### src/hw/rtl/mbp_pkg.sv
// Shared constants, codes and helper functions of the MSB-first bit packer.
// No dependencies; used by the item and result interfaces and all modules.
`default_nettype none

package mbp_pkg;

    localparam int CODE_W            = 16;
    localparam int COUNT_W           = 5;
    localparam int BYTE_W            = 8;
    localparam int MAX_PUSH_BITS_DEF = 16;

    localparam logic [BYTE_W-1:0] STUFF_MARK = 8'hFF;
    localparam logic [BYTE_W-1:0] STUFF_FILL = 8'h00;

    localparam logic FUNC_PUSH  = 1'b0;
    localparam logic FUNC_ALIGN = 1'b1;

    // Effective push length: the parameter is capped by the code field width.
    function automatic int push_limit(input int max_push_bits);
        return (max_push_bits < CODE_W) ? max_push_bits : CODE_W;
    endfunction

endpackage

`default_nettype wire

### src/hw/rtl/mbp_cfg_if.sv
// Configuration write channel carrying the stuffing enable.
// Depends on nothing outside this file.
`default_nettype none

interface mbp_cfg_if;
    logic valid;
    logic ready;
    logic stuff_enable;

    modport source (output valid, output stuff_enable, input ready);
    modport sink (input valid, input stuff_enable, output ready);
endinterface

`default_nettype wire

### src/hw/rtl/mbp_in_if.sv
// Input item channel: push or align command with its code bits.
// Depends on mbp_pkg for field widths.
`default_nettype none

interface mbp_in_if;
    logic                          valid;
    logic                          ready;
    logic                          func;
    logic [mbp_pkg::CODE_W-1:0]    code_bits;
    logic [mbp_pkg::COUNT_W-1:0]   bit_count;

    modport source (output valid, output func, output code_bits, output bit_count,
                    input ready);
    modport sink (input valid, input func, input code_bits, input bit_count,
                  output ready);
endinterface

`default_nettype wire

### src/hw/rtl/mbp_out_if.sv
// Output byte channel: one packed byte per word, with an end-of-item flag.
// Depends on mbp_pkg for field widths.
`default_nettype none

interface mbp_out_if;
    logic                         valid;
    logic                         ready;
    logic [mbp_pkg::BYTE_W-1:0]   out_byte;
    logic                         last;

    modport source (output valid, output out_byte, output last, input ready);
    modport sink (input valid, input out_byte, input last, output ready);
endinterface

`default_nettype wire

### src/hw/rtl/mbp_pack.sv
// Packing stage: merges each item with the partial byte and registers the
// completed bytes as one group. Depends on mbp_pkg and mbp_in_if.
`default_nettype none

module mbp_pack #(
    parameter int MAX_PUSH_BITS = mbp_pkg::MAX_PUSH_BITS_DEF,
    localparam int LIMIT = mbp_pkg::push_limit(MAX_PUSH_BITS),
    localparam int ACC_W = mbp_pkg::BYTE_W - 1 + LIMIT,
    localparam int NB    = ACC_W / mbp_pkg::BYTE_W,
    localparam int CNT_W = $clog2(NB + 1)
) (
    input  wire logic                          clk,
    input  wire logic                          rst_n,
    mbp_in_if.sink                             item,
    output logic                               grp_valid,
    input  wire logic                          grp_take,
    output logic [mbp_pkg::BYTE_W-1:0]         grp_bytes [NB],
    output logic [CNT_W-1:0]                   grp_cnt
);

    localparam int BW    = mbp_pkg::BYTE_W;
    localparam int TOT_W = $clog2(ACC_W + 1);
    localparam logic [mbp_pkg::COUNT_W-1:0] LIMIT_C = mbp_pkg::COUNT_W'(LIMIT);
    localparam logic [3:0] BYTE_C = 4'(BW);

    logic [BW-1:0]    partial_reg, partial_next;
    logic [2:0]       pcount_reg, pcount_next;
    logic             grp_valid_reg, grp_valid_next;
    logic [BW-1:0]    grp_bytes_reg [NB];
    logic [BW-1:0]    grp_bytes_next [NB];
    logic [CNT_W-1:0] grp_cnt_reg, grp_cnt_next;

    logic                         item_acc;
    logic [mbp_pkg::COUNT_W-1:0]  cnt_sat;
    logic [mbp_pkg::CODE_W-1:0]   code_mask;
    logic [ACC_W-1:0]             pval;
    logic [ACC_W-1:0]             acc;
    logic [TOT_W-1:0]             total;
    logic [TOT_W-1:0]             shamt;
    logic [2:0]                   rem;
    logic [CNT_W-1:0]             nbytes;

    assign item_acc  = item.valid && item.ready;
    // The group register can refill in the cycle its bytes move to the emit stage.
    assign item.ready = !grp_valid_reg || grp_take;

    always_comb
    begin
        cnt_sat   = (item.bit_count > LIMIT_C) ? LIMIT_C : item.bit_count;
        code_mask = ~({mbp_pkg::CODE_W{1'b1}} << cnt_sat);
        // Pending bits, right aligned, then shifted up to make room for the code.
        pval  = ACC_W'(partial_reg) >> (BYTE_C - {1'b0, pcount_reg});
        acc   = (pval << cnt_sat) | ACC_W'(item.code_bits & code_mask);
        total = TOT_W'(pcount_reg) + TOT_W'(cnt_sat);
        rem   = total[2:0];
        shamt = '0;

        partial_next   = partial_reg;
        pcount_next    = pcount_reg;
        grp_valid_next = grp_valid_reg;
        grp_cnt_next   = grp_cnt_reg;
        nbytes         = '0;
        for (int i = 0; i < NB; i++)
        begin
            grp_bytes_next[i] = grp_bytes_reg[i];
        end

        if (grp_take)
        begin
            grp_valid_next = 1'b0;
        end

        if (item_acc)
        begin
            if (item.func == mbp_pkg::FUNC_ALIGN)
            begin
                if (pcount_reg != 3'd0)
                begin
                    nbytes            = CNT_W'(1);
                    grp_bytes_next[0] = partial_reg;
                end
                partial_next = '0;
                pcount_next  = 3'd0;
            end
            else
            begin
                nbytes = CNT_W'(total >> 3);
                for (int i = 0; i < NB; i++)
                begin
                    shamt = total - TOT_W'(BW * (i + 1));
                    if (CNT_W'(i) < nbytes)
                    begin
                        grp_bytes_next[i] = BW'(acc >> shamt);
                    end
                end
                // Leftover low bits move to the top of the partial byte.
                partial_next = BW'(acc << (BYTE_C - {1'b0, rem}));
                pcount_next  = rem;
            end
            grp_valid_next = (nbytes != '0);
            grp_cnt_next   = nbytes;
        end
    end

    always_ff @(posedge clk or negedge rst_n)
    begin
        if (!rst_n)
        begin
            partial_reg   <= '0;
            pcount_reg    <= 3'd0;
            grp_valid_reg <= 1'b0;
            grp_cnt_reg   <= '0;
        end
        else
        begin
            partial_reg   <= partial_next;
            pcount_reg    <= pcount_next;
            grp_valid_reg <= grp_valid_next;
            grp_cnt_reg   <= grp_cnt_next;
        end
    end

    always_ff @(posedge clk)
    begin
        for (int i = 0; i < NB; i++)
        begin
            grp_bytes_reg[i] <= grp_bytes_next[i];
        end
    end

    assign grp_valid = grp_valid_reg;
    assign grp_cnt   = grp_cnt_reg;
    always_comb
    begin
        for (int i = 0; i < NB; i++)
        begin
            grp_bytes[i] = grp_bytes_reg[i];
        end
    end

endmodule

`default_nettype wire

### src/hw/rtl/mbp_emit.sv
// Emit stage: sends the bytes of one group a word per cycle, while the output is
// not stalled, through an output register, inserting a zero byte after 0xFF when
// stuffing is on. Depends on mbp_pkg and mbp_out_if.
`default_nettype none

module mbp_emit #(
    parameter int MAX_PUSH_BITS = mbp_pkg::MAX_PUSH_BITS_DEF,
    localparam int LIMIT = mbp_pkg::push_limit(MAX_PUSH_BITS),
    localparam int ACC_W = mbp_pkg::BYTE_W - 1 + LIMIT,
    localparam int NB    = ACC_W / mbp_pkg::BYTE_W,
    localparam int CNT_W = $clog2(NB + 1)
) (
    input  wire logic                          clk,
    input  wire logic                          rst_n,
    input  wire logic                          stuff_enable,
    input  wire logic                          grp_valid,
    output logic                               grp_take,
    input  wire logic [mbp_pkg::BYTE_W-1:0]    grp_bytes [NB],
    input  wire logic [CNT_W-1:0]              grp_cnt,
    mbp_out_if.source                          result
);

    localparam int BW = mbp_pkg::BYTE_W;

    logic             cur_valid_reg, cur_valid_next;
    logic [BW-1:0]    cur_bytes_reg [NB];
    logic [BW-1:0]    cur_bytes_next [NB];
    logic [CNT_W-1:0] cur_rem_reg, cur_rem_next;
    logic             stuff_pend_reg, stuff_pend_next;
    logic             out_valid_reg, out_valid_next;
    logic [BW-1:0]    out_byte_reg, out_byte_next;
    logic             out_last_reg, out_last_next;

    logic          out_free;
    logic          step;
    logic          need_stuff;
    logic          emit_last;
    logic [BW-1:0] emit_byte;
    logic          load;

    always_comb
    begin
        out_free   = !out_valid_reg || result.ready;
        step       = cur_valid_reg && out_free;
        need_stuff = stuff_enable && (cur_bytes_reg[0] == mbp_pkg::STUFF_MARK);

        if (stuff_pend_reg)
        begin
            emit_byte = mbp_pkg::STUFF_FILL;
            emit_last = (cur_rem_reg == '0);
        end
        else
        begin
            emit_byte = cur_bytes_reg[0];
            emit_last = (cur_rem_reg == CNT_W'(1)) && !need_stuff;
        end

        // A new group comes in as the last word of the current one goes out, or when none is held.
        load = grp_valid && (!cur_valid_reg || (step && emit_last));

        cur_valid_next  = cur_valid_reg;
        cur_rem_next    = cur_rem_reg;
        stuff_pend_next = stuff_pend_reg;
        for (int i = 0; i < NB; i++)
        begin
            cur_bytes_next[i] = cur_bytes_reg[i];
        end

        if (step)
        begin
            if (stuff_pend_reg)
            begin
                stuff_pend_next = 1'b0;
            end
            else
            begin
                cur_rem_next    = cur_rem_reg - CNT_W'(1);
                stuff_pend_next = need_stuff;
                for (int i = 0; i < NB - 1; i++)
                begin
                    cur_bytes_next[i] = cur_bytes_reg[i + 1];
                end
            end
            if (emit_last)
            begin
                cur_valid_next = 1'b0;
            end
        end

        if (load)
        begin
            cur_valid_next  = 1'b1;
            cur_rem_next    = grp_cnt;
            stuff_pend_next = 1'b0;
            for (int i = 0; i < NB; i++)
            begin
                cur_bytes_next[i] = grp_bytes[i];
            end
        end

        out_valid_next = out_valid_reg;
        out_byte_next  = out_byte_reg;
        out_last_next  = out_last_reg;
        if (step)
        begin
            out_valid_next = 1'b1;
            out_byte_next  = emit_byte;
            out_last_next  = emit_last;
        end
        else if (result.ready)
        begin
            out_valid_next = 1'b0;
        end
    end

    always_ff @(posedge clk or negedge rst_n)
    begin
        if (!rst_n)
        begin
            cur_valid_reg  <= 1'b0;
            cur_rem_reg    <= '0;
            stuff_pend_reg <= 1'b0;
            out_valid_reg  <= 1'b0;
        end
        else
        begin
            cur_valid_reg  <= cur_valid_next;
            cur_rem_reg    <= cur_rem_next;
            stuff_pend_reg <= stuff_pend_next;
            out_valid_reg  <= out_valid_next;
        end
    end

    always_ff @(posedge clk)
    begin
        for (int i = 0; i < NB; i++)
        begin
            cur_bytes_reg[i] <= cur_bytes_next[i];
        end
        out_byte_reg <= out_byte_next;
        out_last_reg <= out_last_next;
    end

    assign grp_take        = load;
    assign result.valid    = out_valid_reg;
    assign result.out_byte = out_byte_reg;
    assign result.last     = out_last_reg;

endmodule

`default_nettype wire

### src/hw/rtl/msb_first_bit_packer_with_stuffing.sv
// Top level of the MSB-first bit packer with optional 0xFF byte stuffing.
// Depends on mbp_pkg, the three channel interfaces, mbp_pack and mbp_emit.
//
//   Channel  Side  Word carries
//   -------  ----  -------------------------------------------
//   cfg      sink  stuff_enable (write only, always ready)
//   item     sink  func, code_bits, bit_count
//   result   out   out_byte, last
//
// An item is accepted in any cycle in which the group register is empty or hands
// its group to the emit stage, so items can follow back to back. Bytes leave one
// per cycle while result is not stalled; an item yields N words, N being its bytes
// plus stuffed zeros (0 to 4). The bytes of an item pass through the group
// register, the current group register of the emit stage and the output register.
// Reset empties the partial byte, clears all valid flags and turns stuffing off.
// A stall on result holds the output register and then backs up into item.
`default_nettype none

module msb_first_bit_packer_with_stuffing #(
    parameter int MAX_PUSH_BITS = mbp_pkg::MAX_PUSH_BITS_DEF,
    localparam int LIMIT = mbp_pkg::push_limit(MAX_PUSH_BITS),
    localparam int ACC_W = mbp_pkg::BYTE_W - 1 + LIMIT,
    localparam int NB    = ACC_W / mbp_pkg::BYTE_W,
    localparam int CNT_W = $clog2(NB + 1)
) (
    input  wire logic  clk,
    input  wire logic  rst_n,
    mbp_cfg_if.sink    cfg,
    mbp_in_if.sink     item,
    mbp_out_if.source  result
);

    logic                       stuff_enable_reg, stuff_enable_next;
    logic                       grp_valid;
    logic                       grp_take;
    logic [mbp_pkg::BYTE_W-1:0] grp_bytes [NB];
    logic [CNT_W-1:0]           grp_cnt;

    assign cfg.ready = 1'b1;

    always_comb
    begin
        stuff_enable_next = stuff_enable_reg;
        if (cfg.valid && cfg.ready)
        begin
            stuff_enable_next = cfg.stuff_enable;
        end
    end

    always_ff @(posedge clk or negedge rst_n)
    begin
        if (!rst_n)
        begin
            stuff_enable_reg <= 1'b0;
        end
        else
        begin
            stuff_enable_reg <= stuff_enable_next;
        end
    end

    mbp_pack #(
        .MAX_PUSH_BITS (MAX_PUSH_BITS)
    ) u_pack (
        .clk       (clk),
        .rst_n     (rst_n),
        .item      (item),
        .grp_valid (grp_valid),
        .grp_take  (grp_take),
        .grp_bytes (grp_bytes),
        .grp_cnt   (grp_cnt)
    );

    mbp_emit #(
        .MAX_PUSH_BITS (MAX_PUSH_BITS)
    ) u_emit (
        .clk          (clk),
        .rst_n        (rst_n),
        .stuff_enable (stuff_enable_reg),
        .grp_valid    (grp_valid),
        .grp_take     (grp_take),
        .grp_bytes    (grp_bytes),
        .grp_cnt      (grp_cnt),
        .result       (result)
    );

endmodule

`default_nettype wire

### src/flat_wrapper.sv
// flat-port wrapper written by rule: the top's interface ports become plain ports
module msb_first_bit_packer_with_stuffing_flat 
#(
    parameter int MAX_PUSH_BITS = mbp_pkg::MAX_PUSH_BITS_DEF,
    localparam int LIMIT = mbp_pkg::push_limit(MAX_PUSH_BITS),
    localparam int ACC_W = mbp_pkg::BYTE_W - 1 + LIMIT,
    localparam int NB    = ACC_W / mbp_pkg::BYTE_W,
    localparam int CNT_W = $clog2(NB + 1)
)
  (clk, rst_n, cfg_valid, cfg_stuff_enable, cfg_ready, item_valid, item_func, item_code_bits, item_bit_count, item_ready, result_valid, result_out_byte, result_last, result_ready);
  mbp_cfg_if cfg_i ();
  mbp_in_if item_i ();
  mbp_out_if result_i ();
  input  wire logic clk;
  input  wire logic rst_n;
  input wire logic [$bits(cfg_i.valid)-1:0] cfg_valid;
  input wire logic [$bits(cfg_i.stuff_enable)-1:0] cfg_stuff_enable;
  output wire logic [$bits(cfg_i.ready)-1:0] cfg_ready;
  input wire logic [$bits(item_i.valid)-1:0] item_valid;
  input wire logic [$bits(item_i.func)-1:0] item_func;
  input wire logic [$bits(item_i.code_bits)-1:0] item_code_bits;
  input wire logic [$bits(item_i.bit_count)-1:0] item_bit_count;
  output wire logic [$bits(item_i.ready)-1:0] item_ready;
  output wire logic [$bits(result_i.valid)-1:0] result_valid;
  output wire logic [$bits(result_i.out_byte)-1:0] result_out_byte;
  output wire logic [$bits(result_i.last)-1:0] result_last;
  input wire logic [$bits(result_i.ready)-1:0] result_ready;
  assign cfg_i.valid = cfg_valid;
  assign cfg_i.stuff_enable = cfg_stuff_enable;
  assign cfg_ready = cfg_i.ready;
  assign item_i.valid = item_valid;
  assign item_i.func = item_func;
  assign item_i.code_bits = item_code_bits;
  assign item_i.bit_count = item_bit_count;
  assign item_ready = item_i.ready;
  assign result_valid = result_i.valid;
  assign result_out_byte = result_i.out_byte;
  assign result_last = result_i.last;
  assign result_i.ready = result_ready;
  msb_first_bit_packer_with_stuffing #(.MAX_PUSH_BITS(MAX_PUSH_BITS)) u_core (.clk(clk), .rst_n(rst_n), .cfg(cfg_i), .item(item_i), .result(result_i));
endmodule
### config.mk
export PLATFORM = sky130hd
export DESIGN_NAME = msb_first_bit_packer_with_stuffing_flat
export DESIGN_NICKNAME = d
export VERILOG_FILES = /design/src/hw/rtl/mbp_pkg.sv /design/src/hw/rtl/mbp_cfg_if.sv /design/src/hw/rtl/mbp_in_if.sv /design/src/hw/rtl/mbp_out_if.sv /design/src/hw/rtl/mbp_pack.sv /design/src/hw/rtl/mbp_emit.sv /design/src/hw/rtl/msb_first_bit_packer_with_stuffing.sv /design/src/flat_wrapper.sv
export SDC_FILE = /design/constraint.sdc
export NUM_CORES = 1
export LEC_CHECK = 0
export BUFFER_PORTS_ARGS = -buffer_cell sky130_fd_sc_hd__buf_2
export CAP_MARGIN = 20
export CORE_ASPECT_RATIO = 1.4
export CORE_MARGIN = 4
export CORE_UTILIZATION = 45
export CTS_BUF_LIST = sky130_fd_sc_hd__clkbuf_4
export DETAILED_ROUTE_END_ITERATION = 8
export PLACE_DENSITY_LB_ADDON = 0.05
export SLEW_MARGIN = 10
export SYNTH_ARGS = -nofsm -noshare
export SYNTH_HDL_FRONTEND = slang
export SYNTH_HIERARCHICAL = 1
export SYNTH_SLANG_ARGS = --single-unit
### constraint.sdc
create_clock -name clk -period 5.1 [get_ports clk]
set_input_delay 0.51 -clock clk [delete_from_list [all_inputs] [get_ports clk]]
set_output_delay 0.51 -clock clk [all_outputs]
set_load 0.05 [all_outputs]
==> results of run 1 <==
==> placed cells by master (no fill, tap or decap), types with 5 or more instances in the layout <==
cell	count
buf_4	16
a211oi_1	18
o31ai_1	11
edfxtp_1	41
o2111ai_1	6
nand2b_1	14
nand4_1	11
o211ai_1	13
mux2_2	6
nand2_1	67
inv_1	14
o31a_1	5
mux2i_1	15
a211o_1	9
a221oi_1	5
a21o_1	11
nand3_1	21
and2_1	6
dfrtp_1	20
o21ai_0	36
a22o_1	9
o21a_1	11
buf_2	38
a22oi_1	6
a32oi_1	7
a32o_1	5
and3_1	9
clkbuf_4	13
nor3_1	26
ha_1	7
mux2_4	9
a31oi_1	9
nor4_1	6
a21oi_1	38
nor2_1	57
nor2b_1	14
==> power by group through the flow <==
| stage | Combinational, mW | Sequential [mW] | Clock (mW) |
|---|---|---|---|
| 3_3_place_gp | 3.06 | 0.862 | 0 |
| 5_1_grt | 3.40 | 0.866 | 0.316 |
| 4_1_cts | 3.10 | 0.853 | 0.289 |
| 3_5_place_dp | 3.09 | 0.863 | 0 |
| 2_1_floorplan | 2.28 | 0.884 | 0 |
| 6_report | 3.19 | 0.856 | 0.276 |
==> metal layers <==
metal  wire (um)  vias up  share of wire (%)
met5           0        -                  0
met4        2137        0                9.3
li1            -     2810                  -
met3        1143      121                5.0
met2       11530      299                 50
met1        8053     3028                 35
==> how the worst max path moves through the flow <==
| stage | from | endpoint | cells past startpoint |
|---|---|---|---|
| 2_1_floorplan | item_bit_count[4] | u_core/u_pack/grp_bytes_reg[0][6] | 17 |
| 3_3_place_gp | u_core/u_pack/pcount_reg[1] | u_core/u_pack/grp_bytes_reg[0][5] | 12 |
| 3_5_place_dp | u_core/u_pack/pcount_reg[1] | u_core/u_pack/grp_bytes_reg[0][0] | 12 |
| 4_1_cts | u_core/u_pack/pcount_reg[1] | u_core/u_pack/grp_bytes_reg[0][0] | 12 |
| 5_1_grt | u_core/u_pack/pcount_reg[1] | u_core/u_pack/grp_bytes_reg[0][3] | 12 |
| 6_report | u_core/u_pack/pcount_reg[1] | u_core/u_pack/grp_bytes_reg[0][0] | 12 |
==> worst max-delay path, cell delays in order (launching register included) <==
cell and delay [ps]:
dfrtp_1 470, inv_1 150, ha_1 210, ha_1 470, nor2b_1 670, a2bb2oi_1 200
a21oi_1 500, a21boi_1 180, a311oi_2 430, nor3_1 160, nor3_1 380, a2bb2oi_1 460
a211o_1 190
==> logic make-up (layout without fill, tap and decap cells) <==
| kind of cell | after synthesis | in the layout |
|---|---|---|
| other | 1 | 2 |
| XOR/XNOR | 8 | 8 |
| AO/OA/AOI/OAI | 268 | 268 |
| buffers and inverters | 74 | 88 |
| adder cells (fa/ha/maj) | 9 | 9 |
| AND/OR/NAND/NOR | 259 | 259 |
| flip-flops | 61 | 61 |
| multiplexers | 35 | 35 |
==> stage by stage <==
step / hold WS, ps / utilization (%)
2_1_floorplan: 214.4 / -
5_1_grt: 60.45 / 48.51
3_5_place_dp: 405.6 / 47.65
3_3_place_gp: 400.8 / 47.65
4_1_cts: 47.70 / 48.49
6_report: 59.75 / 48.51
==> layout make-up <==
type / instances / area (um2) / share of cell area, %
inverter: 18 / 67.56 / 1.045
timing repair buffer: 54 / 310.3 / 4.801
tap: 182 / 227.7 / 3.523
clock inverter: 3 / 13.76 / 0.2129
multi-input combinational: 580 / 4013 / 62.08
antenna: 1 / 2.502 / 0.03871
sequential: 61 / 1732 / 26.79
clock buffer: 13 / 97.59 / 1.510
==> qor.yml, run 1 <==
busiest_layer: "met2"
leakagePower_nw: 2.429
max_freq_ghz: 0.2178
drv_cap: 0
vias: 6258
numCtsBuffers: 9
synth_top_family_by_area: "compound AO/OA/AOI/OAI gates"
cts_root_buffer: "clkbuf_4"
pwr-share-comb_pct: 73.8
cts_tree: "done"
tightest_slew_ps: 1102
ctsResizeCount: 0
ys_top_cells_by_count: "nand2_1 (67), nor2_1 (57), edfxtp_1 (41)"
yosysSeqAreaShare_pct: 28.47
slew_headroom_pct: 26.19
use_met3_pct: 4.128
fillers: 1361
cp.arrival_ps: 4850
r2r-end: "u_core/u_pack/grp_bytes_reg[0][0]"
status: "finished, final reports clean"
fin_area_um2: 6464
routedWlPerCell_um: 25.07
via_per_inst: 6.862
power.switching_mw: 2.408
rsz0062_at_grt: "false"
yosysWarnings: 6
wl_mm: 22.86
min_path_type: "in2async"
dr.pass1.iters: 5
cts-hold-fix-buffers: 0
finalSetupViolCount: 0
synth_top_cell_area_share_pct: 20.24
die_w_um: 106.3
gp_congestion: 1.044
grt_pass1_wl_mm: 34.82
synth_cells: 715
cp.required_ps: 5350
ys.flop_type: "edfxtp_1"
hold_viol: 0
crit_fanout: 14
synth_nets: 751
synthTopCellsByArea: "edfxtp_1 (20%), dfrtp_1 (8.2%), nand2_1 (4.1%)"
layout-drive-gt1-share_pct: 17.42
rows: 50
muxShareOfSynthArea_pct: 7.324
hpwl_mm: 17.91
area_growth_pct: 6.274
synth_xor_area_share_pct: 1.275
place_ws_ps: 719.5
grt_pass1_vias: 6143
reg2reg_from: "u_core/u_pack/pcount_reg[1]"
drc_errors: 0
htree_levels: 3
syn_area_um2: 6082
nets: 760
grt_max_degree: 37
synth_compound_area_share_pct: 33.53
synth-edff-count: 41
fin_crit_ps: 4592
setup_slack_ps: 507.8
path_class: "reg2reg"
ctsLongestPathBuffers: 2
post-synth-top-count-cell: "nand2_1"
use_met2_pct: 50.54
synth_cell_types: 100
die_height_um: 145.6
ioPinCount: 40
clk_pin_slew_ps: 90
startpoint_type: "register"
clkLatencyLatePin_ps: 380
setup_tns_ps: 0
initial_core_util_pct: 45.64
clkPwrFrac_pct: 6.4
drt_iter0_drc: 509
synthAdderAreaFrac_pct: 1.934
p_seq_share_pct: 19.8
slew_viol_final: 0
antenna_found_initial: 1
ys_ff_latch: 61
place_inst: 895
antenna_left: 0
worst_r2r_path_depth: 12
postPlaceCellArea_um2: 6350
ir_worst_vdd_mv: 0.4681
finalPower_mw: 4.323
clock_sinks: 61
cellPowerDensity_nw_per_um2: 668.8
switching_share_pct: 55.70
ys_async_sr_fraction_pct: 32.79
rrSetupSlack_ps: 510
finalClockSkew_ps: 13.40
globalRouteOverflowTotal: 0
coreArea_um2: 13330
fin_crit_sh_pct: 90.04
internal-power_mw: 1.915
synth.avg_cell_area_um2: 8.506
layout.cells.non_filler: 912
port_buffers: 38
synth-simple-area-share_pct: 21.60
postCtsSetupBuffers: 0
use_met1_pct: 30.45
critPathCaptureType: "register"
synth_largest_area_cell: "edfxtp_1"
fp.dieArea_um2: 15470
grtUsageTotal_pct: 29.06
(Power assumes the default switching activity.)
==> run 2: changes to the inputs <==
Settings changed: PLACE_DENSITY_LB_ADDON 0.05 to default.
==> run 2 against run 1 <==
  * Fmax up 1.8%
  * Sequential cell count unchanged
  * Utilization up 0.25 points
  * Final cell count down 0.11%
  * Critical path depth unchanged
  * Combinational power about the same
==> qor.yml, run 2 (synthesis gave the netlist of run 1 again) <==
finalClockSkew_ps: 16.12
critPathCaptureType: "register"
critPathTopFamily: "compound AO/OA/AOI/OAI gates"
slew_viol_final: 0
port_buffers: 38
path_cells: "inv_1 -> ha_1 -> ha_1 -> nor2b_1 -> a22oi_1 -> nand4_1 -> o21ai_0 -> a211oi_1 -> a211oi_1 -> o31ai_1 -> nor3_1 -> a211o_1"
routedWlPerCell_um: 25.18
grt_pass1_vias: 6096
coreArea_um2: 13330
final_common_cell: "nand2_1"
startpoint_type: "register"
switching_share_pct: 54.91
cp_num_buf_inv: 1
grtUsageTotal_pct: 29.32
nets: 759
status: "finished, final reports clean"
hpwl_mm: 17.84
p_seq_share_pct: 19.3
busiest_layer: "met2"
cp.required_ps: 5250
numCtsBuffers: 9
cp.arrival_ps: 4670
power.switching_mw: 2.433
use_met3_pct: 3.285
min_path_type: "in2async"
internal-power_mw: 1.998
clkLatencyLatePin_ps: 400
via_per_inst: 6.839
drc_errors: 0
drv_cap: 0
slew_headroom_pct: 35.59
area_growth_pct: 6.830
finalSetupViolCount: 0
postPlaceCellArea_um2: 6342
gp_congestion: 1.028
path_class: "reg2reg"
cp.depth: 12
hold_viol: 0
pwr-share-comb_pct: 72.5
whs_ps: 35.94
initial_core_util_pct: 45.64
die_height_um: 145.6
clk_pin_slew_ps: 110
cts_root_buffer: "clkbuf_4"
dr.pass1.iters: 5
layout-drive-gt1-share_pct: 17.17
antenna_found_initial: 1
clkPwrFrac_pct: 8.2
grt_max_degree: 37
ioPinCount: 40
rows: 50
vias: 6230
final_cell_mix: "nand2_1 (67), nor2_1 (57), edfxtp_1 (41), buf_2 (38), a21oi_1 (38)"
antenna_left: 0
grt_pass1_wl_mm: 34.98
clock_sinks: 61
max_freq_ghz: 0.2216
ir_worst_vdd_mv: 0.5122
htree_levels: 3
cts_tree: "done"
crit_fanout: 14
finalPower_mw: 4.432
ctsResizeCount: 0
ctsLongestPathBuffers: 2
leakagePower_nw: 2.440
max_stage_delay_ps: 630
fin_crit_sh_pct: 88.49
worst_r2r_path_depth: 12
cts-hold-fix-buffers: 0
fin_area_um2: 6497
cellPowerDensity_nw_per_um2: 682.1
postCtsSetupBuffers: 0
drt_iter0_drc: 658
tightest_slew_ps: 957.6
setup_tns_ps: 0
fp.dieArea_um2: 15470
fin_crit_ps: 4513
globalRouteOverflowTotal: 0
rsz0062_at_grt: "false"
use_met1_pct: 31.41
use_met2_pct: 52.16
die_w_um: 106.3
cp_slowest_cell: "nor2b_1"
wl_mm: 22.94
## run 2: cell types whose count changed in the layout (fill, tap and decap cells not counted), sizes merged
cell and change:
clkbuf -3, bufinv +2, clkinv +1, buf -1
## run 2: metal layers
| layer | vias to the layer above | wire length, um | part of all wire, % |
|---|---|---|---|
| li1 | 2806 | - | - |
| met1 | 2939 | 7956 | 35 |
| met2 | 368 | 11670 | 51 |
| met3 | 117 | 1397 | 6.1 |
| met4 | 0 | 1913 | 8.3 |
| met5 | - | 0 | 0 |
## run 2: stage by stage
step | util [%] | worst slack, ps | std cells
5_1_grt | 48.76 | 373.4 | 911
3_5_place_dp | 47.60 | 726.9 | 894
4_1_cts | 48.74 | 694.8 | 910
6_report | 48.76 | 587.1 | 911
3_3_place_gp | 47.60 | 792.9 | 894
2_1_floorplan | - | 980.9 | 715
## run 2: worst paths after layout
kind	slack, ps	to	from
setup / recovery	590	u_core/u_pack/grp_bytes_reg[0][0]	u_core/u_pack/pcount_reg[1]
hold / removal	40	u_core/u_pack/pcount_reg[0]	rst_n
setup reg to reg	590	u_core/u_pack/grp_bytes_reg[0][0]	u_core/u_pack/pcount_reg[1]
hold reg to reg	430	u_core/u_emit/cur_bytes_reg[0][14]	u_core/u_pack/grp_bytes_reg[0][14]
max in group asynchronous	4730	u_core/u_emit/stuff_pend_reg	rst_n
min in group clk	340	u_core/stuff_enable_reg	cfg_stuff_enable
## run 2: cell type report
class	instances	area, um2
Fill cell	1336	6828
Timing Repair Buffer	53	302.8
Sequential cell	61	1732
Clock inverter	6	77.57
Clock buffer	10	75.07
Multi-Input combinational cell	580	4013
Antenna cell	1	2.502
Tap cell	182	227.7
Inverter	18	67.56
## run 2: power groups by stage
| stage | Clock, mW | Sequential, mW | Combinational [mW] |
|---|---|---|---|
| 6_report | 0.365 | 0.855 | 3.21 |
| 5_1_grt | 0.402 | 0.866 | 3.41 |
| 4_1_cts | 0.377 | 0.853 | 3.12 |
| 3_5_place_dp | 0 | 0.863 | 3.11 |
| 3_3_place_gp | 0 | 0.857 | 3.09 |
| 2_1_floorplan | 0 | 0.884 | 2.28 |
==> run 3: changes to the inputs <==
Settings changed: CORE_UTILIZATION 45 to 60, CTS_BUF_LIST sky130_fd_sc_hd__clkbuf_4 to default, PLACE_DENSITY from default to 0.79.
Clock period 5.1 ns to 4.9 ns, I/O delays scaled along.
==> run 3 against run 2 <==
  * Sequential share of layout area fell by 0.52 points
  * Clock power is 97% higher
  * First-iteration DRC count rose by 45%
  * Count of clock-buffer cells in the layout rose by 1
  * Largest power group unchanged
  * Fmax decreased by 2.4%
  * Worst hold slack better by 75 ps
  * Largest cell class unchanged
  * Total power increased by 14%
  * Final area grew 2.0%
==> qor.yml, run 3 (synthesis gave the netlist of run 1 again) <==
grtUsageTotal_pct: 40.83
nets: 759
tightest_slew_ps: 1020
layout-drive-gt1-share_pct: 17.17
use_met3_pct: 6.832
use_met1_pct: 44.83
cp.arrival_ps: 4660
power.switching_mw: 2.663
use_met2_pct: 68.22
port_buffers: 38
rsz0062_at_grt: "false"
clkLatencyLatePin_ps: 330
postCtsSetupBuffers: 0
post-route-util_pct: 66.94
min_path_type: "in2async"
status: "finished, final reports clean"
switching_share_pct: 52.71
ir_worst_vdd_mv: 0.7112
final_cell_mix: "nand2_1 (67), nor2_1 (57), edfxtp_1 (41), buf_2 (38), a21oi_1 (38)"
slew_headroom_pct: 31.41
clock_sinks: 61
clkPwrFrac_pct: 14.3
finalClockSkew_ps: 4.808
coreArea_um2: 9899
regArea_um2: 1732
antenna_found_initial: 0
fillers: 806
area_growth_pct: 8.949
wl_mm: 24.09
gp_congestion: 1.131
multi_input_area_um2: 4015
path_class: "reg2reg"
grt_pass1_vias: 6524
fin_crit_ps: 4622
max_freq_ghz: 0.2163
final_common_cell: "nand2_1"
die_w_um: 93.09
cts_tree: "done"
fin_crit_sh_pct: 94.34
critPathTopFamily: "compound AO/OA/AOI/OAI gates"
cp_num_buf_inv: 1
htree_levels: 3
setup_tns_ps: 0
fp.dieArea_um2: 11830
via_per_inst: 7.669
vias: 6618
globalRouteOverflowTotal: 0
internal-power_mw: 2.390
clk_pin_slew_ps: 50
n_antenna_cell: 0
hold_viol: 0
initial_core_util_pct: 61.44
drv_cap: 0
drc_errors: 0
path_cells: "inv_1 -> ha_1 -> mux2i_1 -> a22oi_4 -> nand3_1 -> nand3_1 -> a311o_1 -> a21oi_2 -> a22oi_1 -> a2111oi_0 -> a31oi_1"
leakagePower_nw: 2.520
startpoint_type: "register"
numCtsBuffers: 9
max_stage_delay_ps: 680
drt_iter0_drc: 955
cts_root_buffer: "clkbuf_16"
crit_top_cell: "nand3_1"
busiest_layer: "met2"
slew_viol_final: 0
hpwl_mm: 17.36
ioPinCount: 40
p_seq_share_pct: 18.0
cp_slowest_cell: "ha_1"
die_height_um: 127.1
crit_fanout: 16
dr.pass1.iters: 7
pwr-share-comb_pct: 67.7
rows: 43
ctsLongestPathBuffers: 2
grt_max_degree: 37
cellPowerDensity_nw_per_um2: 762.5
routedWlPerCell_um: 27.91
finalSetupViolCount: 0
antenna_left: 0
grt_pass1_wl_mm: 36.87
cp.required_ps: 4940
critPathCaptureType: "register"
==> run 3: cell types whose count changed in the layout (fill, tap and decap cells not counted) <==
cell	delta
nor2b_1	-1
bufinv_16	+1
clkinv_2	-2
clkbuf_4	-10
clkbuf_8	+1
clkbuf_16	+9
nor2b_2	+1
clkbuf_1	+1
diode_2	-1
==> run 3: cell type report <==
| type | count | share of cell area (%) |
|---|---|---|
| clock buffer | 11 | 3.663 |
| clock inverter | 5 | 1.473 |
| inverter | 18 | 1.020 |
| multi-input combinational | 580 | 60.59 |
| sequential | 61 | 26.13 |
| tap | 135 | 2.549 |
| timing repair buffer | 53 | 4.569 |
==> run 3: worst paths after layout <==
kind / start / endpoint / slack, ps / cells after the start
max reg2reg: u_core/u_pack/pcount_reg[1] / u_core/u_pack/grp_bytes_reg[0][3] / 280 / 11
min reg2reg: u_core/u_pack/grp_bytes_reg[0][15] / u_core/u_emit/cur_bytes_reg[0][15] / 420 / 0
max in group asynchronous: rst_n / u_core/u_pack/grp_cnt[1] / 4470 / 1
max: u_core/u_pack/pcount_reg[1] / u_core/u_pack/grp_bytes_reg[0][3] / 280 / 11
min in group clk: u_core/u_pack/grp_bytes_reg[0][15] / u_core/u_emit/cur_bytes_reg[0][15] / 420 / 0
min: rst_n / u_core/u_pack/pcount_reg[2] / 110 / 1
==> run 3: per-stage QoR <==
stage	power (mW)	hold WS, ps	setup WS [ps]	area [um2]	cells
CTS	4.886	112.9	381.2	6624	863
global route	5.252	137.1	153.5	6626	863
floorplan	3.297	194.4	800.9	6082	715
finish	5.053	111.2	277.5	6626	863
detailed placement	4.102	407.2	521.8	6284	847
global placement	4.027	401.1	686.0	6284	847
==> run 3: what timing repair did <==
action | CTS | global route
gates resized for setup | 0 | 1
setup endpoints to repair | 0 | 1
hold buffers | 0 | 0
==> run 3: routing by layer <==
layer  share of wire [%]  routed length, um
met5                   0                  0
met4                  10               2446
met3                 9.7               2342
met2                  48              11540
met1                  32               7755
==> run 3: power groups by stage <==
stage	Sequential [mW]	Combinational (mW)	Clock, mW
6_report	0.912	3.42	0.720
5_1_grt	0.917	3.58	0.753
4_1_cts	0.900	3.26	0.726
3_5_place_dp	0.901	3.20	0
3_3_place_gp	0.889	3.14	0
2_1_floorplan	0.920	2.38	0
